File: src/hw/rtl/svm_pkg.sv
// svm_pkg: sizes, request codes and item/command types for the voice mixer.
// No dependencies; imported by every module of the mixer.
package svm_pkg;

    localparam int VOICES      = 16;
    localparam int SOUNDS      = 8;
    localparam int FRAG_LEN    = 32;
    localparam int MAX_FRAGS   = 64;
    localparam int QUEUE_DEPTH = 2;

    localparam int SOUND_BYTES = MAX_FRAGS * FRAG_LEN;
    localparam int STORE_BYTES = SOUNDS * SOUND_BYTES;
    localparam int ADDR_W  = (STORE_BYTES > 1) ? $clog2(STORE_BYTES) : 1;
    localparam int SND_W   = (SOUNDS > 1) ? $clog2(SOUNDS) : 1;
    localparam int VOICE_W = (VOICES > 1) ? $clog2(VOICES) : 1;
    localparam int K_W     = (FRAG_LEN > 1) ? $clog2(FRAG_LEN) : 1;
    localparam int LEN_W   = $clog2(MAX_FRAGS + 1);
    localparam int FRAG_W  = 7;
    localparam int SUM_W   = 10 + VOICE_W;
    localparam int QPTR_W  = (QUEUE_DEPTH > 1) ? $clog2(QUEUE_DEPTH) : 1;
    localparam int QCNT_W  = $clog2(QUEUE_DEPTH + 1);

    localparam logic [2:0] REQ_LOAD  = 3'd0;
    localparam logic [2:0] REQ_LEN   = 3'd1;
    localparam logic [2:0] REQ_TRIG  = 3'd2;
    localparam logic [2:0] REQ_QUIET = 3'd3;
    localparam logic [2:0] REQ_MIX   = 3'd4;

    typedef struct packed {
        logic [2:0]  req_type;
        logic [2:0]  sound_id;
        logic [10:0] byte_offset;
        logic [7:0]  raw_byte;
        logic [6:0]  length_frags;
    } svm_in_t;

    typedef struct packed {
        logic [7:0] mixed_sample;
        logic       last_of_fragment;
    } svm_out_t;

    typedef struct packed {
        logic [2:0]        op;
        logic [SND_W-1:0]  sound;
        logic [ADDR_W-1:0] addr;
        logic [7:0]        data;
        logic [LEN_W-1:0]  len;
    } svm_cmd_t;

endpackage

File: src/hw/rtl/svm_queue.sv
// svm_queue: short command queue between front and back.
// Depends on svm_pkg.
module svm_queue (
    input  logic              clk,
    input  logic              rst_n,
    input  logic              push,
    input  svm_pkg::svm_cmd_t push_cmd,
    input  logic              pop,
    output svm_pkg::svm_cmd_t head,
    output logic              empty,
    output logic              full
);
    import svm_pkg::*;

    svm_cmd_t          entry_reg [QUEUE_DEPTH];
    logic [QPTR_W-1:0] wr_ptr_reg;
    logic [QPTR_W-1:0] rd_ptr_reg;
    logic [QCNT_W-1:0] count_reg;

    assign empty = (count_reg == '0);
    assign full  = (count_reg == QCNT_W'(QUEUE_DEPTH));
    assign head  = entry_reg[rd_ptr_reg];

    always_ff @(posedge clk)
    begin
        if (push)
        begin
            entry_reg[wr_ptr_reg] <= push_cmd;
        end
    end

    always_ff @(posedge clk or negedge rst_n)
    begin
        if (!rst_n)
        begin
            wr_ptr_reg <= '0;
            rd_ptr_reg <= '0;
            count_reg  <= '0;
        end
        else
        begin
            if (push)
            begin
                wr_ptr_reg <= (wr_ptr_reg == QPTR_W'(QUEUE_DEPTH - 1)) ? '0 : wr_ptr_reg + 1'b1;
            end
            if (pop)
            begin
                rd_ptr_reg <= (rd_ptr_reg == QPTR_W'(QUEUE_DEPTH - 1)) ? '0 : rd_ptr_reg + 1'b1;
            end
            if (push && !pop)
            begin
                count_reg <= count_reg + 1'b1;
            end
            else if (pop && !push)
            begin
                count_reg <= count_reg - 1'b1;
            end
        end
    end

    a_no_overflow: assert property (@(posedge clk) disable iff (!rst_n) full |-> !push)
        else $error("queue push while full");
    a_no_underflow: assert property (@(posedge clk) disable iff (!rst_n) empty |-> !pop)
        else $error("queue pop while empty");
    a_count_step: assert property (@(posedge clk) disable iff (!rst_n)
        (push && !pop) |=> (count_reg == $past(count_reg) + 1'b1))
        else $error("queue count did not follow push");
endmodule

File: config.mk
export PLATFORM = sky130hd
export DESIGN_NAME = svm_queue
export DESIGN_NICKNAME = d
export VERILOG_FILES = /design/src/hw/rtl/svm_pkg.sv /design/src/hw/rtl/svm_queue.sv
export SDC_FILE = /design/constraint.sdc
export NUM_CORES = 1
export LEC_CHECK = 0
export ABC_AREA = 1
export BUFFER_PORTS_ARGS = -buffer_cell sky130_fd_sc_hd__buf_2
export CAP_MARGIN = 10
export CORE_MARGIN = 2
export CORE_UTILIZATION = 52
export CTS_CLUSTER_DIAMETER = 80
export CTS_CLUSTER_SIZE = 20
export DETAILED_ROUTE_END_ITERATION = 7
export PLACE_DENSITY_LB_ADDON = 0.15
export SYNTH_ARGS = -nofsm -noshare
export SYNTH_HDL_FRONTEND = slang
export SYNTH_SLANG_ARGS = --single-unit
File: constraint.sdc
create_clock -name clk -period 2.7 [get_ports clk]
set_clock_uncertainty 0.05 [all_clocks]
set_input_delay 0.135 -clock clk [delete_from_list [all_inputs] [get_ports clk]]
set_output_delay 0.135 -clock clk [all_outputs]
set_load 0.02 [all_outputs]
==> results_dict.tcl <==
set metrics [dict create \
    status "completed" \
    drc 0 \
    clk_path_buf_depth 2 \
    hold_viol 0 \
    netlist_instances 134 \
    insertion_delay_ps 330 \
    grt_max_degree 24 \
    maxCapViolations 0 \
    critPathRequiredTime_ps 2520 \
    worstMarginPinSlew_ps 639.1 \
    clk_pin_slew_worst_paths_ps 70 \
    setup_viol 0 \
    power_frac_comb 0.338 \
    initial_utilization 0.5300 \
    drive_gt1_frac 0.4905 \
    cp-start-kind "register" \
    seq_power_share 0.435 \
    clock-root-buffer "clkbuf_8" \
    hpwl_um 3161 \
    critPathCaptureType "output pin" \
    gp_congestion 0.7069 \
    fmax_mhz 471.5 \
    slew_headroom 0.5739 \
    numCtsBuffers 9 \
    pin_count 76 \
    vdd_drop_max_uv 607.5 \
    timing.final.crit_share 0.7856 \
    grt_usage 0.1742 \
    grt_pass1_vias 1696 \
    synth_cell_types 14 \
    crit_path_max_fanout 21 \
    die_w_um 78.46 \
    dr_total_vias 1572 \
    syn_to_final_growth_pct 35.85 \
    fin_crit_ps 2121 \
    final_cell_mix "buf_2, edfxtp_1, dlygate4sd3_1, mux2_4, clkbuf_8" \
    synth_area_mm2 0.002883 \
    gr-total-overflow 0 \
    place_area_mm2 0.003328 \
    rsz0062_at_grt "false" \
    min_path_type "primary input to async pin" \
    grt_pass1_wl_um 7852 \
    power_switching_w 0.001205 \
    fp-row-count 27 \
    antenna_found_initial 0 \
    fin_area_mm2 0.003916 \
    cts_tree "built" \
    antenna_cells 0 \
    ff2ff_path_depth 2 \
    swShare 0.3113 \
    layout_commonest_cell "buf_2" \
    p_per_area_mw_per_mm2 988.8 \
    die_y_um 78.46 \
    fin_setup_tns_ps 0 \
    internal_power_w 0.002667 \
    power_w 0.003872 \
    p_leak_nw 1.624 \
    portBuffers 75 \
    synth-seq-cells 74 \
    pwr-share-clk 0.227 \
    viasPerCell 4.693 \
    cts_max_level 3 \
    dieArea_mm2 0.006155 \
    core_mm2 0.005439 \
    rrSetupSlack_ps 1130 \
    timing.final.max_slew_violations 0 \
    arrival_ps 1940 \
    cts_num_sinks 74 \
    wl_per_cell_um 14.94 \
    r2r-end "entry_reg[0][20]$_DFFE_PP_" \
    reg2reg_from "wr_ptr_reg$_DFFE_PN0P_" \
    drt_iter0_drc 64 \
    syn_nets 174 \
    synth_area_per_cell_um2 21.51 \
    largest_register_ffs 70 \
    critPathKind "register to output pin" \
    synth_warnings 0 \
    final_nets 298 \
    drtPass1Iterations 4 \
    yosysSeqAreaShare 0.7639 \
    totalWireLength_um 5005 \
    fill_cells 359 \
    ant_nets 0 \
]
==> cells in the mapped netlist <==
| cell | count | area [um2] |
|---|---|---|
| buf_12 | 3 | 60.06 |
| buf_6 | 1 | 11.26 |
| dfrtp_1 | 4 | 100.1 |
| edfxtp_1 | 70 | 2102 |
| ha_1 | 1 | 12.51 |
| inv_1 | 7 | 26.28 |
| mux2_2 | 6 | 67.56 |
| mux2_4 | 29 | 435.4 |
| nand2_1 | 5 | 18.77 |
| nand3_1 | 1 | 5.000 |
| nand4_1 | 1 | 6.260 |
| nor2_1 | 3 | 11.26 |
| xnor2_1 | 1 | 8.760 |
| xor2_1 | 2 | 17.52 |
==> layer usage <==
| metal | part of all wire | track usage |
|---|---|---|
| met1 | 0.40 | 0.1998 |
| met2 | 0.54 | 0.3095 |
| met3 | 0.038 | 0.03793 |
| met4 | 0.017 | 0.08421 |
| met5 | 0 | 0 |
==> worst max-delay path, cell delays in order, from the launching register on <==
cell,delay (ps)
dfrtp_2,780
buf_4,320
mux2_2,350
buf_2,160
==> metrics by stage <==
| stage | setup slack (ps) | cells | hold WS [ps] | util |
|---|---|---|---|---|
| 3_3_place_gp | 957.7 | 281 | -108.0 | 0.6119 |
| 6_report | 579.0 | 335 | 99.41 | 0.7200 |
| 5_1_grt | 493.6 | 335 | 98.11 | 0.7200 |
| 4_1_cts | 546.2 | 335 | 71.51 | 0.7200 |
| 3_5_place_dp | 912.5 | 281 | -103.5 | 0.6119 |
| 2_1_floorplan | 333.3 | 134 | -210.6 | - |
==> cells by family after synthesis <==
logic type,share of synthesized area
flip-flops,0.7639
multiplexers,0.1745
buffers and inverters,0.03386
AND/OR/NAND/NOR,0.01432
XOR/XNOR,0.009116
adder cells (fa/ha/maj),0.004340
==> worst max path at each step <==
stage | from | to | slack, ps
after floorplan | wr_ptr_reg$_DFFE_PN0P_ | entry_reg[0][0]$_DFFE_PP_ | 330
after global placement | rd_ptr_reg$_DFFE_PN0P_ | head[20] | 960
after detailed placement | rd_ptr_reg$_DFFE_PN0P_ | head[21] | 910
after CTS | rd_ptr_reg$_DFFE_PN0P_ | head[21] | 550
after global routing | rd_ptr_reg$_DFFE_PN0P_ | head[19] | 490
final | rd_ptr_reg$_DFFE_PN0P_ | head[21] | 580
==> power by group through the flow <==
stage          combinational [W]  sequential (W)  clock [W]
6_report                 0.00131         0.00168   0.000879
5_1_grt                  0.00140         0.00171   0.000944
4_1_cts                  0.00133         0.00169   0.000902
3_5_place_dp             0.00128         0.00171          0
3_3_place_gp             0.00125         0.00169          0
2_1_floorplan            0.00108         0.00161          0
==> cell type report <==
class                   count  area [um2]  area share
clock inverters             7       83.83     0.02141
clock buffers               9       123.9     0.03163
well taps                  72       90.09     0.02300
inverters                   7       26.28    0.006709
multi-input cells          49       590.6      0.1508
flip-flops and latches     74        2203      0.5626
repair buffers            117       798.3      0.2038
==> what timing repair did <==
| action | CTS | global route |
|---|---|---|
| endpoints found under the hold margin | 76 | 0 |
| setup buffers | 0 | 0 |
| hold buffers | 38 | 0 |
| gates resized for setup | 0 | 0 |
Note: power is estimated with default switching activity, not from simulation.
