[config.mk]
export PLATFORM = sky130hd
export DESIGN_NAME = svm_front
export DESIGN_NICKNAME = d
export VERILOG_FILES = /design/src/hw/rtl/svm_pkg.sv /design/src/hw/rtl/svm_front.sv
export SDC_FILE = /design/constraint.sdc
export NUM_CORES = 1
export LEC_CHECK = 0
export ABC_CLOCK_PERIOD_IN_PS = 800
export BUFFER_PORTS_ARGS = -buffer_cell sky130_fd_sc_hd__buf_2
export CAP_MARGIN = 20
export CORE_AREA = 2 2 39 41
export DETAILED_ROUTE_END_ITERATION = 6
export DIE_AREA = 0 0 41 43
export GPL_TIMING_DRIVEN = 1
export PLACE_DENSITY = 0.87
export SETUP_SLACK_MARGIN = 0.3
export SYNTH_ARGS = -nofsm -noshare
export SYNTH_HDL_FRONTEND = slang
export SYNTH_SLANG_ARGS = --single-unit
[constraint.sdc]
create_clock -name vclk -period 0.8
set_input_delay 0.12 -clock vclk [all_inputs]
set_output_delay 0.12 -clock vclk [all_outputs]
set_load 0.1 [all_outputs]
[src/hw/rtl/svm_pkg.sv]
// svm_pkg: sizes, request codes and item/command types for the voice mixer.
// No dependencies; imported by every module of the mixer.
package svm_pkg;

    localparam int VOICES      = 16;
    localparam int SOUNDS      = 8;
    localparam int FRAG_LEN    = 32;
    localparam int MAX_FRAGS   = 64;
    localparam int QUEUE_DEPTH = 2;

    localparam int SOUND_BYTES = MAX_FRAGS * FRAG_LEN;
    localparam int STORE_BYTES = SOUNDS * SOUND_BYTES;
    localparam int ADDR_W  = (STORE_BYTES > 1) ? $clog2(STORE_BYTES) : 1;
    localparam int SND_W   = (SOUNDS > 1) ? $clog2(SOUNDS) : 1;
    localparam int VOICE_W = (VOICES > 1) ? $clog2(VOICES) : 1;
    localparam int K_W     = (FRAG_LEN > 1) ? $clog2(FRAG_LEN) : 1;
    localparam int LEN_W   = $clog2(MAX_FRAGS + 1);
    localparam int FRAG_W  = 7;
    localparam int SUM_W   = 10 + VOICE_W;
    localparam int QPTR_W  = (QUEUE_DEPTH > 1) ? $clog2(QUEUE_DEPTH) : 1;
    localparam int QCNT_W  = $clog2(QUEUE_DEPTH + 1);

    localparam logic [2:0] REQ_LOAD  = 3'd0;
    localparam logic [2:0] REQ_LEN   = 3'd1;
    localparam logic [2:0] REQ_TRIG  = 3'd2;
    localparam logic [2:0] REQ_QUIET = 3'd3;
    localparam logic [2:0] REQ_MIX   = 3'd4;

    typedef struct packed {
        logic [2:0]  req_type;
        logic [2:0]  sound_id;
        logic [10:0] byte_offset;
        logic [7:0]  raw_byte;
        logic [6:0]  length_frags;
    } svm_in_t;

    typedef struct packed {
        logic [7:0] mixed_sample;
        logic       last_of_fragment;
    } svm_out_t;

    typedef struct packed {
        logic [2:0]        op;
        logic [SND_W-1:0]  sound;
        logic [ADDR_W-1:0] addr;
        logic [7:0]        data;
        logic [LEN_W-1:0]  len;
    } svm_cmd_t;

endpackage

[src/hw/rtl/svm_front.sv]
// svm_front: checks and classifies items, builds commands for the queue.
// Depends on svm_pkg.
module svm_front (
    input  logic             start,
    input  logic             queue_full,
    input  svm_pkg::svm_in_t req,
    output logic             push,
    output svm_pkg::svm_cmd_t cmd
);
    import svm_pkg::*;

    logic id_ok;
    logic off_ok;
    logic keep;

    assign id_ok  = (5'(req.sound_id) < 5'(SOUNDS));
    assign off_ok = (16'(req.byte_offset) < 16'(SOUND_BYTES));

    always_comb
    begin
        unique case (req.req_type)
            REQ_LOAD:  keep = id_ok && off_ok;
            REQ_LEN:   keep = id_ok;
            REQ_TRIG:  keep = id_ok;
            REQ_QUIET: keep = 1'b1;
            REQ_MIX:   keep = 1'b1;
            default:   keep = 1'b0;
        endcase
    end

    assign push      = start && !queue_full && keep;
    assign cmd.op    = req.req_type;
    assign cmd.sound = SND_W'(req.sound_id);
    assign cmd.addr  = ADDR_W'(ADDR_W'(SND_W'(req.sound_id)) * ADDR_W'(SOUND_BYTES))
                     + ADDR_W'(req.byte_offset);
    // stored signed: offset binary with the top bit flipped
    assign cmd.data  = req.raw_byte ^ 8'h80;
    assign cmd.len   = (10'(req.length_frags) > 10'(MAX_FRAGS)) ? LEN_W'(MAX_FRAGS)
                                                                : LEN_W'(req.length_frags);
endmodule

==> results of run 1 <==
power by group through the flow:
stage | logic [mW] | clock network, mW | registers (mW)
5_1_grt | 0.543 | 0 | 0
3_5_place_dp | 0.480 | 0 | 0
4_1_cts | 0.520 | 0 | 0
2_1_floorplan | 0.906 | 0 | 0
6_report | 0.527 | 0 | 0
3_3_place_gp | 0.475 | 0 | 0
cells in the final DEF, fill, tap and decap left out:
master and count:
buf_12 13, buf_2 8, nor2b_4 6, buf_6 6
buf_8 3, o21ai_2 1, and3b_4 1, clkinvlp_4 1
buf_4 1
per-layer routing:
layer  wire [um]  vias up  part of all wire  GRT usage
met5           0        -                 0          0
met4           0        0                 0     0.0133
met3         210        0              0.32     0.0471
met2         293       32              0.45      0.113
met1         145       95              0.22     0.0285
li1            -       90                 -          -
worst paths after layout:
kind,to,slack [ps]
worst min-delay path,cmd[8],240
worst max-delay path,push,-40
worst max-delay path: cells and delay by family:
kind                   cells  cell delay [ps]
buffers and inverters      2              270
AO/OA/AOI/OAI              1              120
AND/OR/NAND/NOR            1              210
what timing repair did:
| action | 4_1_cts | 5_1_grt |
|---|---|---|
| setup buffers | 2 | 1 |
| setup endpoints to repair | 12 | 12 |
| pin swaps | 2 | 0 |
| resized for setup | 13 | 3 |
final cells by class:
class              count  share of cell area
well taps             16              0.0363
repair buffers        31               0.762
inverters              1              0.0136
multi-input cells      8               0.188
cell families after synthesis:
| group | after synthesis |
|---|---|
| and+or+nand+nor | 7 |
| AOI/OAI and AO/OA | 1 |
| buffers and inverters | 29 |
==> impl_metrics.tcl, run 1 <==
set metrics [dict create \
    seq_cells 0 \
    effective_utilization_at_floorplan 0.189 \
    timing.final.crit_period_ps 839 \
    maxCapViolCount 0 \
    post_synthesis_share_of_cell_area_spent_on_xor_and_xnor_gates 0 \
    wire_length_of_the_first_global_routing_pass_um 724 \
    synth-compound-area-share 0.0191 \
    synth_cells 37 \
    n_clock_buffer 0 \
    hold_path_class "input port to output pin" \
    dp.final_hpwl_um 522 \
    share_comb_of_total_power 1.000 \
    postLayoutSetupSlackWorst_ps -38.8 \
    design.core.area_sq_um 1380 \
    synth_simple_gate_area_share 0.177 \
    place.port_buffers 25 \
    switching_share 0.572 \
    syn_area_per_cell_sq_um 7.07 \
    layoutNonFillerInstCount 56 \
    required_ps 680 \
    critical_path.endpoint_type "output pin" \
    drtIter0Drc 0 \
    grt_setup_unrepaired "true" \
    power_frac_clock 0 \
    design.die.area_sq_um 1760 \
    routabilityCongestion 0.442 \
    ys_top_cells_by_area "buf_4, nor2b_1, and3b_1, o21ai_1, clkbuf_1" \
    total_leakage_power_nw 0.262 \
    worstPathMaxFanout 2 \
    hold-path-cell-count 0 \
    timing.hold.worst.start "req[8]" \
    switching_power_uw 302 \
    routedWlPerCell_um 11.6 \
    worstPathArrival_ps 720 \
    via_count_of_the_first_global_routing_pass 179 \
    final.fill_count 118 \
    yosysTopAreaCell "buf_4" \
    ys_types 6 \
    num_vias 217 \
    cts_hold_repair.buffers 0 \
    synthMostInstantiatedCell "buf_4" \
    floorplan.die.width_um 41 \
    setup-tns-final_ps -57.8 \
    finalCoreUtilization 0.399 \
    yosysSeqAreaShare 0 \
    post-synth-top-area-fraction 0.775 \
    timing.critical_path.from "req[30]" \
    net_count_after_synthesis 71 \
    detailedPlace.worstSlack_ps -65.0 \
    synth.cells.most_frequent "buf_4, nor2b_1" \
    ir_worst_vdd_uv 277 \
    final_hold_viol_count 0 \
    drt_wl_total_um 650 \
    holdWs_ps 240 \
    final_nets 76 \
    main_combinational_cell_family_by_area_after_synthesis "buffers and inverters" \
    internal_power_contribution_uw 226 \
    sequential_fraction_of_design_power 0 \
    post-route-drc-count 0 \
    dpl_cell_area_sq_um 459 \
    syn_area_sq_um 262 \
    grt_max_degree 8 \
    crit_path_cell_chain "buf_8 > o21ai_2 > and3b_4 > buf_12" \
    numPlacedInstances 53 \
    violations "setup timing" \
    ys.warnings.count 0 \
    max_clock_freq_mhz 1190 \
    proportion_of_synthesized_area_in_mux_cells 0 \
    critPathSlowestCell "and3b_4" \
    die_y_um 43 \
    power.total_uw 527 \
    worst_setup_path_start_kind "input port" \
    syn_to_final_growth_pct 111 \
    detail-route-antenna-nets 0 \
    core.rowCount 14 \
    register_area_sq_um 0 \
    n_antenna_cell 0 \
    critical_path.max_stage_delay_ps 210 \
    status "finished, violations left" \
    layout-drive-gt1-share 1.00 \
    first_pass_iters 1 \
    period_share 1.05 \
    area_used_by_multi_input_combinational_logic_sq_um 104 \
    final_cell_area_sq_um 552 \
    report.final.setup_viol 2 \
    ioPinCount 70 \
    worst_slew_pin_slew_ps 101 \
    dr_vias_cell 3.88 \
    gr-usage-all-layers 0.0559 \
    power_density_nw_per_um2 956 \
    grt_antenna_before_repair 0 \
    synth-adder-area-share 0 \
    maxSlewViolCount 0 \
    critPathKind "input port to output pin" \
    overflow 0 \
    maxSlewHeadroom 0.932 \
]
Power figures use the tool's default switching activity.
==> run 2, diff against run 1 <==
==> constraint.sdc (replaced) <==
create_clock -name vclk -period 0.8
set_input_delay 0.04 -clock vclk [all_inputs]
set_output_delay 0.04 -clock vclk [all_outputs]
set_load 0.1 [all_outputs]
==> run 2 against run 1 <==
Compared with the run above:
- via count shrank 4.1%
- core utilization shrank 5.0 points
- largest power group unchanged
- count of clock-buffer cells in the layout is the same
- sequential share of layout area is the same
- the flow now finishes without violations
- flip-flop and latch count is the same
- highest routed layer is now met4
==> impl_metrics.tcl, run 2 (synthesized netlist as in run 1, its figures left out) <==
set metrics [dict create \
    design.die.area_sq_um 1760 \
    drtIter0Drc 0 \
    final_hold_viol_count 0 \
    grt_antenna_before_repair 0 \
    register_area_sq_um 0 \
    design.core.area_sq_um 1380 \
    via_count_of_the_first_global_routing_pass 211 \
    gr-usage-all-layers 0.0839 \
    critical_path.max_stage_delay_ps 210 \
    layout-drive-gt1-share 1.00 \
    maxCapViolCount 0 \
    timing.critical_path.from "req[30]" \
    floorplan.die.width_um 41 \
    first_pass_iters 1 \
    final_nets 72 \
    routedWlPerCell_um 14.8 \
    wire_length_of_the_first_global_routing_pass_um 1020 \
    total_leakage_power_nw 0.230 \
    most_common_cell_after_layout_fill_and_taps_aside "buf_12" \
    timing.hold.worst.start "req[16]" \
    num_vias 208 \
    status "complete, no violations" \
    routabilityCongestion 0.462 \
    syn_to_final_growth_pct 84.7 \
    cp_top_family "buffers and inverters" \
    maxSlewViolCount 0 \
    ir_worst_vdd_uv 319 \
    dpl_cell_area_sq_um 437 \
    maxSlewHeadroom 0.931 \
    hold_path_class "input port to output pin" \
    final_cell_area_sq_um 483 \
    report.final.setup_viol 0 \
    effective_utilization_at_floorplan 0.189 \
    required_ps 760 \
    n_antenna_cell 0 \
    ioPinCount 70 \
    critPathSlowestCell "and3b_4" \
    worst_setup_path_start_kind "input port" \
    critical_path.endpoint_type "output pin" \
    critical_path.n_buffers_inverters 2 \
    grt_max_degree 8 \
    n_clock_buffer 0 \
    overflow 0 \
    timing.hold.worst_endpoint "cmd[16]" \
    setup-tns-final_ps 0 \
    max_clock_freq_mhz 1470 \
    post-route-drc-count 0 \
    hold-path-cell-count 0 \
    timing.final.crit_period_ps 682 \
    layout.cells.most_common_list "buf_12, buf_2, nor2b_4, buf_4" \
    drt_wl_total_um 770 \
    grt_setup_unrepaired "true" \
    dr_vias_cell 4.00 \
    worst_slew_pin_slew_ps 103 \
    worstPathMaxFanout 2 \
    core.rowCount 14 \
    die_y_um 43 \
    crit_path_cell_chain "buf_8 > o21ai_2 > and3b_4 > buf_12" \
    period_share 0.852 \
    power_density_nw_per_um2 1020 \
    place.port_buffers 25 \
    worstPathArrival_ps 640 \
    critPathKind "input port to output pin" \
    seq_cells 0 \
    detail-route-antenna-nets 0 \
]
[run 2: how the worst max path moves through the flow]
| stage | endpoint | slack [ps] | cells after the start |
|---|---|---|---|
| floorplan | push | 200 | 2 |
| global placement | push | 80 | 4 |
| detailed placement | push | 70 | 4 |
| CTS | push | 120 | 4 |
| global route | push | 90 | 4 |
| finish | push | 120 | 4 |
[run 2: timing repair]
action                                 4_1_cts  5_1_grt
resized for setup                            9        0
setup buffers                                1        1
pin swaps                                    2        0
setup endpoints to repair                    8        7
hold buffers                                 0        0
endpoints found under the hold margin        0        0
[run 2: report_power, final]
group | switching (mW) | internal, mW
combinational | 0.298 | 0.195
sequential | 0 | 0
clock | 0 | 0
[run 2: cell type report]
cell class | instances | area [sq um]
Fill cell | 132 | 901
Multi-Input combinational cell | 8 | 104
Tap cell | 16 | 20.0
Timing Repair Buffer | 27 | 352
Inverter | 1 | 7.51
[run 2: metrics by stage]
step	power [mW]	utilization	setup WS [ps]	hold slack, ps	instances
after global routing	0.508	0.349	86.9	80.2	52
after floorplan	0.855	-	197	181	37
after detailed placement	0.472	0.316	71.2	80.7	50
after CTS	0.493	0.344	125	80.7	51
final	0.493	0.349	118	80.0	52
after global placement	0.465	0.316	84.6	80.7	50
[run 2: metal layers]
layer | up-vias | wire length (um) | global-route usage
met1 | 86 | 194 | 0.0601
met5 | - | 0 | 0
met3 | 4 | 201 | 0.0576
met2 | 36 | 361 | 0.153
met4 | 0 | 12 | 0.0333
li1 | 82 | - | -
